===== src/hw/rtl/fsrm_pkg.sv =====
// Shared types, codes and constants of the flash slot rotation manager.
package fsrm_pkg;

    // Record slots in each of the two sectors.
    localparam int SLOTS = 16;
    localparam int SLOT_W = $clog2(SLOTS);
    // Target slot carries one extra code, SLOTS, for "no slot used yet".
    localparam int TSLOT_W = 5;
    localparam int PROBE_BUDGET = 2 * SLOTS;
    localparam int PROBE_W = $clog2(PROBE_BUDGET + 1);
    localparam int LIMIT_W = 6;
    localparam int SEQ_W = 32;
    localparam int FAIL_W = 8;
    localparam int CFG_IDX_W = 1;
    localparam int CFG_DATA_W = 6;

    localparam logic [LIMIT_W-1:0] ATTEMPT_LIMIT_RST = 6'd3;

    localparam logic [CFG_IDX_W-1:0] CFG_ATTEMPT_LIMIT = 1'd0;
    localparam logic [CFG_IDX_W-1:0] CFG_FORCE_DEFAULTS = 1'd1;

    typedef enum logic [1:0] {
        MODE_SCAN_REPORT = 2'd0,
        MODE_SCAN_DONE   = 2'd1,
        MODE_SAVE_REQ    = 2'd2,
        MODE_WRITE_DONE  = 2'd3
    } mode_t;

    typedef enum logic [2:0] {
        KIND_ACK         = 3'd0,
        KIND_SCAN_RESULT = 3'd1,
        KIND_PROGRAM     = 3'd2,
        KIND_SAVE_DONE   = 3'd3,
        KIND_SAVE_FAILED = 3'd4
    } kind_t;

    typedef struct packed {
        mode_t              mode;
        logic               sector;
        logic [3:0]         slot;
        logic               magic_ok;
        logic               check_ok;
        logic [SEQ_W-1:0]   seq_in;
        logic               prog_ok;
    } in_item_t;

    typedef struct packed {
        kind_t              kind;
        logic               tgt_sector;
        logic [TSLOT_W-1:0] target_slot;
        logic               erase_first;
        logic [SEQ_W-1:0]   seq_out;
        logic               fresh_start;
        logic [FAIL_W-1:0]  fail_count;
    } out_item_t;

    // Controller to datapath.
    typedef struct packed {
        logic capture;   // latch the accepted input transaction
        logic exec;      // carry out the captured item
        logic step;      // one probe step of the slot walk
        logic out_load;  // load the result into the output register
    } cmd_t;

    // Datapath to controller.
    typedef struct packed {
        logic go_probe;     // captured item needs a slot walk
        logic probe_emits;  // current probe step ends the walk
    } status_t;

endpackage


===== src/hw/rtl/fsrm_ctrl.sv =====
// Controller state machine and output valid of the flash slot rotation manager.
module fsrm_ctrl (
    input  logic             clk,
    input  logic             rst_n,
    input  logic             in_valid,
    output logic             in_stall,
    output logic             out_valid,
    input  logic             out_stall,
    input  fsrm_pkg::status_t status,
    output fsrm_pkg::cmd_t    cmd
);

    typedef enum logic [2:0] {
        ST_IDLE  = 3'b001,
        ST_EXEC  = 3'b010,
        ST_PROBE = 3'b100
    } state_t;

    state_t state_reg;
    state_t state_next;
    logic   out_valid_reg;
    logic   out_valid_next;
    logic   out_free;

    assign out_free  = !out_valid_reg || !out_stall;
    assign in_stall  = (state_reg != ST_IDLE);
    assign out_valid = out_valid_reg;

    always_comb
    begin
        state_next   = state_reg;
        cmd.capture  = 1'b0;
        cmd.exec     = 1'b0;
        cmd.step     = 1'b0;
        cmd.out_load = 1'b0;
        case (state_reg)
            ST_IDLE:
            begin
                if (in_valid)
                begin
                    cmd.capture = 1'b1;
                    state_next  = ST_EXEC;
                end
            end
            ST_EXEC:
            begin
                // hold until the output register can take a result
                if (out_free)
                begin
                    cmd.exec     = 1'b1;
                    cmd.out_load = !status.go_probe;
                    state_next   = status.go_probe ? ST_PROBE : ST_IDLE;
                end
            end
            ST_PROBE:
            begin
                if (out_free || !status.probe_emits)
                begin
                    cmd.step     = 1'b1;
                    cmd.out_load = status.probe_emits;
                    if (status.probe_emits)
                    begin
                        state_next = ST_IDLE;
                    end
                end
            end
            default:
            begin
                state_next = ST_IDLE;
            end
        endcase
    end

    always_comb
    begin
        if (cmd.out_load)
        begin
            out_valid_next = 1'b1;
        end
        else if (out_stall)
        begin
            out_valid_next = out_valid_reg;
        end
        else
        begin
            out_valid_next = 1'b0;
        end
    end

    always_ff @(posedge clk or negedge rst_n)
    begin
        if (!rst_n)
        begin
            state_reg     <= ST_IDLE;
            out_valid_reg <= 1'b0;
        end
        else
        begin
            state_reg     <= state_next;
            out_valid_reg <= out_valid_next;
        end
    end

endmodule


===== src/hw/rtl/fsrm_datapath.sv =====
// Datapath of the flash slot rotation manager: slot state, bad maps and result register.
module fsrm_datapath (
    input  logic                                clk,
    input  logic                                rst_n,
    input  fsrm_pkg::cmd_t                      cmd,
    output fsrm_pkg::status_t                   status,
    input  fsrm_pkg::in_item_t                  in_data,
    output fsrm_pkg::out_item_t                 out_data,
    input  logic                                cfg_wr_en,
    input  logic [fsrm_pkg::CFG_IDX_W-1:0]      cfg_index,
    input  logic [fsrm_pkg::CFG_DATA_W-1:0]     cfg_data
);

    localparam int SW = fsrm_pkg::SLOT_W;
    localparam int TW = fsrm_pkg::TSLOT_W;

    fsrm_pkg::in_item_t                  item_reg;
    fsrm_pkg::out_item_t                 out_data_reg;
    fsrm_pkg::out_item_t                 res;

    logic [fsrm_pkg::LIMIT_W-1:0]        attempt_limit_reg, attempt_limit_next;
    logic                                force_defaults_reg, force_defaults_next;
    logic [1:0][fsrm_pkg::SLOTS-1:0]     bad_map_reg, bad_map_next;
    logic                                cur_sector_reg, cur_sector_next;
    logic [TW-1:0]                       cur_slot_reg, cur_slot_next;
    logic                                tgt_sector_reg, tgt_sector_next;
    logic [TW-1:0]                       tgt_slot_reg, tgt_slot_next;
    logic [fsrm_pkg::SEQ_W-1:0]          best_seq_reg, best_seq_next;
    logic                                found_valid_reg, found_valid_next;
    logic [fsrm_pkg::SEQ_W-1:0]          record_seq_reg, record_seq_next;
    logic [fsrm_pkg::LIMIT_W-1:0]        attempts_used_reg, attempts_used_next;
    logic [fsrm_pkg::PROBE_W-1:0]        probes_used_reg, probes_used_next;
    logic [fsrm_pkg::FAIL_W-1:0]         fails_reg, fails_next;
    logic                                save_pending_reg, save_pending_next;
    logic                                erase_reg, erase_next;

    // probe step signals
    logic                                can_probe;
    logic [TW-1:0]                       walk_slot;
    logic                                wrap;
    logic                                walk_sector;
    logic [SW-1:0]                       walk_idx;
    logic                                walk_hit;
    logic                                need;

    assign can_probe   = (attempts_used_reg < attempt_limit_reg)
                      && (probes_used_reg < fsrm_pkg::PROBE_W'(fsrm_pkg::PROBE_BUDGET));
    assign walk_slot   = tgt_slot_reg + TW'(1);
    assign wrap        = (walk_slot >= TW'(fsrm_pkg::SLOTS));
    assign walk_sector = wrap ? !cur_sector_reg : tgt_sector_reg;
    assign walk_idx    = wrap ? '0 : walk_slot[SW-1:0];
    // a freshly cleared sector has no bad slot
    assign walk_hit    = !wrap && bad_map_reg[walk_sector][walk_idx];
    assign need        = !found_valid_reg || force_defaults_reg;

    assign status.go_probe = (item_reg.mode == fsrm_pkg::MODE_SAVE_REQ)
                          || ((item_reg.mode == fsrm_pkg::MODE_WRITE_DONE)
                              && save_pending_reg && !item_reg.prog_ok);
    assign status.probe_emits = !can_probe || !walk_hit;

    assign out_data = out_data_reg;

    always_comb
    begin
        attempt_limit_next  = attempt_limit_reg;
        force_defaults_next = force_defaults_reg;
        bad_map_next        = bad_map_reg;
        cur_sector_next     = cur_sector_reg;
        cur_slot_next       = cur_slot_reg;
        tgt_sector_next     = tgt_sector_reg;
        tgt_slot_next       = tgt_slot_reg;
        best_seq_next       = best_seq_reg;
        found_valid_next    = found_valid_reg;
        record_seq_next     = record_seq_reg;
        attempts_used_next  = attempts_used_reg;
        probes_used_next    = probes_used_reg;
        fails_next          = fails_reg;
        save_pending_next   = save_pending_reg;
        erase_next          = erase_reg;
        res                 = '0;
        res.kind            = fsrm_pkg::KIND_ACK;

        if (cfg_wr_en)
        begin
            case (cfg_index)
                fsrm_pkg::CFG_ATTEMPT_LIMIT:
                begin
                    attempt_limit_next = cfg_data[fsrm_pkg::LIMIT_W-1:0];
                end
                fsrm_pkg::CFG_FORCE_DEFAULTS:
                begin
                    force_defaults_next = cfg_data[0];
                end
                default:
                begin
                end
            endcase
        end

        if (cmd.exec)
        begin
            case (item_reg.mode)
                fsrm_pkg::MODE_SCAN_REPORT:
                begin
                    if ((TW'(item_reg.slot) < TW'(fsrm_pkg::SLOTS)) && item_reg.magic_ok)
                    begin
                        if (item_reg.check_ok)
                        begin
                            // later report wins a tie
                            if (!found_valid_reg || (item_reg.seq_in >= best_seq_reg))
                            begin
                                best_seq_next    = item_reg.seq_in;
                                record_seq_next  = item_reg.seq_in;
                                cur_sector_next  = item_reg.sector;
                                cur_slot_next    = TW'(item_reg.slot);
                                found_valid_next = 1'b1;
                            end
                        end
                        else
                        begin
                            bad_map_next[item_reg.sector][SW'(item_reg.slot)] = 1'b1;
                        end
                    end
                    res.kind        = fsrm_pkg::KIND_ACK;
                    res.tgt_sector  = cur_sector_next;
                    res.target_slot = cur_slot_next;
                end
                fsrm_pkg::MODE_SCAN_DONE:
                begin
                    // fall back to factory state
                    if (need)
                    begin
                        cur_sector_next = 1'b0;
                        cur_slot_next   = TW'(fsrm_pkg::SLOTS);
                        record_seq_next = '0;
                    end
                    force_defaults_next = 1'b0;
                    found_valid_next    = 1'b0;
                    best_seq_next       = '0;
                    res.kind            = fsrm_pkg::KIND_SCAN_RESULT;
                    res.tgt_sector      = cur_sector_next;
                    res.target_slot     = cur_slot_next;
                    res.fresh_start     = need;
                end
                fsrm_pkg::MODE_SAVE_REQ:
                begin
                    record_seq_next    = record_seq_reg + fsrm_pkg::SEQ_W'(1);
                    save_pending_next  = 1'b1;
                    attempts_used_next = '0;
                    probes_used_next   = '0;
                    tgt_sector_next    = cur_sector_reg;
                    tgt_slot_next      = cur_slot_reg;
                    erase_next         = 1'b0;
                end
                fsrm_pkg::MODE_WRITE_DONE:
                begin
                    if (!save_pending_reg)
                    begin
                        res.kind        = fsrm_pkg::KIND_ACK;
                        res.tgt_sector  = cur_sector_reg;
                        res.target_slot = cur_slot_reg;
                    end
                    else
                    begin
                        cur_sector_next = tgt_sector_reg;
                        cur_slot_next   = tgt_slot_reg;
                        if (item_reg.prog_ok)
                        begin
                            save_pending_next = 1'b0;
                            fails_next        = '0;
                            res.kind          = fsrm_pkg::KIND_SAVE_DONE;
                            res.tgt_sector    = tgt_sector_reg;
                            res.target_slot   = tgt_slot_reg;
                        end
                        else
                        begin
                            // mark the slot bad and walk on
                            if (tgt_slot_reg < TW'(fsrm_pkg::SLOTS))
                            begin
                                bad_map_next[tgt_sector_reg][tgt_slot_reg[SW-1:0]] = 1'b1;
                            end
                            erase_next = 1'b0;
                        end
                    end
                end
                default:
                begin
                end
            endcase
        end

        if (cmd.step)
        begin
            if (!can_probe)
            begin
                save_pending_next = 1'b0;
                if (fails_reg != '1)
                begin
                    fails_next = fails_reg + fsrm_pkg::FAIL_W'(1);
                end
                res.kind        = fsrm_pkg::KIND_SAVE_FAILED;
                res.tgt_sector  = cur_sector_reg;
                res.target_slot = cur_slot_reg;
            end
            else
            begin
                probes_used_next = probes_used_reg + fsrm_pkg::PROBE_W'(1);
                if (wrap)
                begin
                    bad_map_next[walk_sector] = '0;
                    erase_next                = 1'b1;
                end
                tgt_sector_next = walk_sector;
                tgt_slot_next   = TW'(walk_idx);
                if (!walk_hit)
                begin
                    attempts_used_next = attempts_used_reg + fsrm_pkg::LIMIT_W'(1);
                    res.kind           = fsrm_pkg::KIND_PROGRAM;
                    res.tgt_sector     = walk_sector;
                    res.target_slot    = TW'(walk_idx);
                    res.erase_first    = erase_reg || wrap;
                end
            end
        end

        res.seq_out    = record_seq_next;
        res.fail_count = fails_next;
    end

    always_ff @(posedge clk or negedge rst_n)
    begin
        if (!rst_n)
        begin
            attempt_limit_reg  <= fsrm_pkg::ATTEMPT_LIMIT_RST;
            force_defaults_reg <= 1'b0;
            bad_map_reg        <= '0;
            cur_sector_reg     <= 1'b0;
            cur_slot_reg       <= '0;
            tgt_sector_reg     <= 1'b0;
            tgt_slot_reg       <= '0;
            best_seq_reg       <= '0;
            found_valid_reg    <= 1'b0;
            record_seq_reg     <= '0;
            attempts_used_reg  <= '0;
            probes_used_reg    <= '0;
            fails_reg          <= '0;
            save_pending_reg   <= 1'b0;
            erase_reg          <= 1'b0;
        end
        else
        begin
            attempt_limit_reg  <= attempt_limit_next;
            force_defaults_reg <= force_defaults_next;
            bad_map_reg        <= bad_map_next;
            cur_sector_reg     <= cur_sector_next;
            cur_slot_reg       <= cur_slot_next;
            tgt_sector_reg     <= tgt_sector_next;
            tgt_slot_reg       <= tgt_slot_next;
            best_seq_reg       <= best_seq_next;
            found_valid_reg    <= found_valid_next;
            record_seq_reg     <= record_seq_next;
            attempts_used_reg  <= attempts_used_next;
            probes_used_reg    <= probes_used_next;
            fails_reg          <= fails_next;
            save_pending_reg   <= save_pending_next;
            erase_reg          <= erase_next;
        end
    end

    // payload registers
    always_ff @(posedge clk)
    begin
        if (cmd.capture)
        begin
            item_reg <= in_data;
        end
        if (cmd.out_load)
        begin
            out_data_reg <= res;
        end
    end

endmodule


===== src/hw/rtl/flash_slot_rotation_manager_unit.sv =====
// Flash slot rotation manager: top level joining the controller and the datapath.
//
// Tracks record slots in two flash sectors used in turn. Every input transaction (scan
// report, scan done, save request, write outcome) yields exactly one result transaction.
// Items are handled one at a time; a save request or a failed write outcome walks the
// slots one probe per cycle, though the probe that ends the walk waits while the
// previous result is still stalled. Scan reports, scan done and write outcomes that
// commit or are ignored need no walk. The output register holds a finished result while
// the next input transaction is accepted; carrying out a captured item also waits while
// the previous result is stalled. Configuration writes (attempt limit, force defaults)
// go straight into their registers.
module flash_slot_rotation_manager_unit (
    input  logic                                clk,
    input  logic                                rst_n,
    input  logic                                in_valid,
    output logic                                in_stall,
    input  fsrm_pkg::in_item_t                  in_data,
    output logic                                out_valid,
    input  logic                                out_stall,
    output fsrm_pkg::out_item_t                 out_data,
    input  logic                                cfg_wr_en,
    input  logic [fsrm_pkg::CFG_IDX_W-1:0]      cfg_index,
    input  logic [fsrm_pkg::CFG_DATA_W-1:0]     cfg_data
);

    fsrm_pkg::cmd_t    cmd;
    fsrm_pkg::status_t status;

    fsrm_ctrl u_ctrl (
        .clk       (clk),
        .rst_n     (rst_n),
        .in_valid  (in_valid),
        .in_stall  (in_stall),
        .out_valid (out_valid),
        .out_stall (out_stall),
        .status    (status),
        .cmd       (cmd)
    );

    fsrm_datapath u_datapath (
        .clk       (clk),
        .rst_n     (rst_n),
        .cmd       (cmd),
        .status    (status),
        .in_data   (in_data),
        .out_data  (out_data),
        .cfg_wr_en (cfg_wr_en),
        .cfg_index (cfg_index),
        .cfg_data  (cfg_data)
    );

`ifndef SYNTH
    // one item at a time: an accepted transaction blocks the input next cycle
    a_one_item: assert property (@(posedge clk) disable iff (!rst_n)
        in_valid && !in_stall |=> in_stall)
        else $error("input accepted while an item is in work");

    a_program_slot: assert property (@(posedge clk) disable iff (!rst_n)
        out_valid && (out_data.kind == fsrm_pkg::KIND_PROGRAM)
        |-> (out_data.target_slot < fsrm_pkg::TSLOT_W'(fsrm_pkg::SLOTS)))
        else $error("program target outside the sector");

    a_erase_kind: assert property (@(posedge clk) disable iff (!rst_n)
        out_valid && out_data.erase_first |-> (out_data.kind == fsrm_pkg::KIND_PROGRAM))
        else $error("erase request on a result that is not a program target");

    a_need_kind: assert property (@(posedge clk) disable iff (!rst_n)
        out_valid && out_data.fresh_start |-> (out_data.kind == fsrm_pkg::KIND_SCAN_RESULT))
        else $error("fresh start flag on a result that is not a scan result");
`endif

endmodule

===== config.mk =====
export PLATFORM = sky130hd
export DESIGN_NAME = flash_slot_rotation_manager_unit
export DESIGN_NICKNAME = d
export VERILOG_FILES = /design/src/hw/rtl/fsrm_pkg.sv /design/src/hw/rtl/fsrm_ctrl.sv /design/src/hw/rtl/fsrm_datapath.sv /design/src/hw/rtl/flash_slot_rotation_manager_unit.sv
export SDC_FILE = /design/constraint.sdc
export NUM_CORES = 1
export LEC_CHECK = 0
export BUFFER_PORTS_ARGS = -buffer_cell sky130_fd_sc_hd__buf_2
export CAP_MARGIN = 5
export CORE_MARGIN = 5
export CORE_UTILIZATION = 45
export CTS_CLUSTER_SIZE = 20
export DETAILED_ROUTE_END_ITERATION = 16
export GPL_TIMING_DRIVEN = 0
export SYNTH_ARGS = -nofsm -noshare
export SYNTH_HDL_FRONTEND = slang
export SYNTH_SLANG_ARGS = --single-unit

===== constraint.sdc =====
create_clock -name clk -period 7.87 [get_ports clk]
set_clock_uncertainty 0.2 [all_clocks]
set_input_delay 1.1805 -clock clk [delete_from_list [all_inputs] [get_ports clk]]
set_output_delay 1.1805 -clock clk [all_outputs]
set_load 0.1 [all_outputs]

==> out/metrics.cfg <==
[cts]
cts_setup_buffers = 0
cts_resized = 0
cts_buffers = 28
htree_levels = 1
cts_tree = yes
cts_buffer_depth = 3
cts_root_buf = clkbuf_16
hold_buffers = 0
clock_latency_ns = 0.55
clk_pin_slew_ns = 0.06
cts.sinks = 235

[placement]
hpwlAfterDp_um = 24210
place_congestion = 0.9360
pre_cts_ws_ns = 3.304
port_buffers = 106

[floorplanning]
die_w_um = 174.4
start_util_pct = 45.36
floorplan.die.height_um = 174.4
rows = 60
ios = 107
coreArea_sq_mm = 0.02680
design.die.area_sq_mm = 0.03040

[finish]
syn2layout_area_growth_pct = 17.18
final_util_pct = 53.16
drive_gt1_share_pct = 14.92
fin_nets = 1408
largest_reg_flops = 51
diodes = 0

[route]
wl_per_cell_um = 20.13
drc = 0
met1_length_um = 15760
drtAntennaViolNets = 0
firstDrtPassIters = 6
vias = 9653
vias_per_cell = 5.787
drt-total-wl_um = 33570
wl_met3_um = 2180
route.top_layer_used = met4
wl_met2_um = 14920
drt_iter0_markers = 905

[run]
maxCapViolations = 0

[sta]
slew_headroom_pct = 26.27
setup_slack_ns = 3.248
tightest_slew_ns = 1.099
slew_violations = 0
period_minus_slack_ns = 4.622
period_share_pct = 58.73
setup_viol = 0
fmax_mhz = 216.4
hold_violations = 0
rsz0062_at_grt = false

[power_and_ir_drop]
p_per_area_mw_per_mm2 = 308.0
cellLeakagePower_nw = 6.093
peakVddDrop_mv = 0.1836

[worst_setup_path]
startpoint_type = register
startpoint = u_datapath.tgt_slot_reg[1]$_DFF_PN0_
crit_path_end_kind = register
arrival_ns = 4.65
worstPathRequired_ns = 7.90
r2r_setup_slack_ns = 3.25
critPathMaxFanout = 29
critPathKind = reg2reg
r2r_start = u_datapath.tgt_slot_reg[1]$_DFF_PN0_

[synth]
yosysWarnings = 0
synth_nets = 1266
synth-seq-area-share_pct = 52.23
synth.distinct_cells = 67
synth_cells = 1163
synthFlopType = dfrtp_1
synthArstFlopShare_pct = 60.43
synth-edff-count = 93
syn_avg_cell_area_sq_um = 10.45
synth_area_sq_mm = 0.01216
synth_seq_cells = 235

[grt]
grt_pass1_wl_um = 53110
globalRouteOverflowTotal = 0
grt_max_degree = 73
grt_util_all_layers_pct = 21.56
antenna_found_initial = 0
first_global_vias = 9474

[worst_hold_path]
hold_path_class = reg2reg
min-delay-start = u_datapath.probes_used_reg[4]$_DFF_PN0_

[run_status]
status = completed

[synth_stat cells (all sizes together) (10+ instances only)]
cell type	n	share of area, %
dfrtp	139	29
edfxtp	93	23
nor2	88	2.8
o21ai	81	3.3
nand2	80	2.5
mux2i	71	5.9
inv	56	1.7
nand3	54	2.2
ha	49	5.0
nand2b	47	2.4
clkbuf	43	1.3
a21oi	41	1.7
a22oi	37	2.3
o22ai	33	1.7
nor3	26	1.1
buf	22	0.98
and3	18	0.93
a31oi	15	0.77
a21o	12	0.74
nand4	12	0.62
a221o	11	0.91
o211ai	10	0.62
[worst max-delay path: stages (launching register included)]
cell	delay, ns
dfrtp_1	0.51
ha_1	0.22
buf_6	0.14
and3_1	0.18
buf_6	0.16
mux2i_4	0.50
mux2i_1	0.27
mux2i_1	0.14
a32oi_1	0.35
nor3_1	0.15
nor2_1	0.20
nor2_1	0.11
o21ai_4	0.83
buf_12	0.29
[per-layer routing]
layer	GRT usage [%]	vias to the layer above
li1	-	4598
met1	32.44	4660
met2	32.82	345
met3	3.328	50
met4	5.213	0
met5	0	-
[cell usage in the layout, fill, tap and decap left out, types with 4 or more instances in the layout]
cell,count
a211oi_1,8
a21o_1,12
a21oi_1,41
a221o_1,11
a221oi_1,4
a22oi_1,37
a31oi_1,15
a32o_1,4
a32oi_1,8
and2_1,8
and3_1,18
buf_1,8
buf_2,116
buf_6,6
bufinv_16,6
clkbuf_1,48
clkbuf_16,29
clkinv_2,8
dfrtp_1,139
edfxtp_1,93
ha_1,49
inv_1,56
mux2i_1,70
nand2_1,80
nand2b_1,47
nand3_1,54
nand4_1,12
nor2_1,86
nor2b_1,9
nor3_1,24
o211ai_1,10
o21ai_0,80
o221ai_1,7
o22ai_1,33
o2bb2ai_1,6
o31ai_1,4
or2_2,7
or3_1,4
xnor2_1,5
[kinds of logic (layout without fill, tap and decap cells)]
kind of cell / count (synthesis) / in the layout / synth area share (%)
compound gates: 304 / 304 / 16.61
xor+xnor: 9 / 9 / 0.7102
fa+ha+maj: 49 / 49 / 5.043
buf+inv: 121 / 285 / 4.034
flops: 235 / 235 / 52.23
mux: 75 / 75 / 6.319
simple gates: 370 / 370 / 15.06
[cell type report]
class	instances	area (sq um)
plain buffers	65	280.3
clock buffers	36	772.0
clock inverters	16	236.5
fillers	2399	12550
inverters	56	210.2
multi-input cells	807	5334
flip-flops and latches	235	6350
well taps	341	426.7
repair buffers	112	636.9
[final timing paths]
path | cells after the start | endpoint
hold / removal | 1 | u_datapath.probes_used_reg[4]$_DFF_PN0_
min in group asynchronous | 1 | u_datapath.best_seq_reg[8]$_DFFE_PN0P_
setup reg to reg | 13 | u_datapath.out_data[17]$_DFFE_PP_
hold reg to reg | 1 | u_datapath.probes_used_reg[4]$_DFF_PN0_
setup / recovery | 13 | u_datapath.out_data[17]$_DFFE_PP_
max in group asynchronous | 2 | u_datapath.attempt_limit_reg[1]$_DFFE_PN1P_
[power breakdown]
group	internal, mW	total (mW)	switching [mW]	leakage, nW
registers	1.52	1.67	0.148	2.69
clock network	0.887	1.40	0.517	0.498
logic	0.436	1.31	0.879	2.90
total	2.84	4.39	1.54	6.09
[metrics by stage]
| step | TNS [ns] | power, mW | hold WS, ns | instances | instance area [sq um] |
|---|---|---|---|---|---|
| final | 0 | 4.388 | 0.2890 | 1668 | 14250 |
| after detailed placement | 0 | 2.983 | 0.2865 | 1616 | 13240 |
| after global placement | -88.02 | 2.949 | 0.2791 | 1610 | 13120 |
| after floorplan | 0 | 2.605 | 0.2546 | 1163 | 12160 |
| after global routing | 0 | 4.627 | 0.3346 | 1668 | 14250 |
| after CTS | 0 | 4.406 | 0.2941 | 1668 | 14250 |
(Power assumes the default switching activity.)
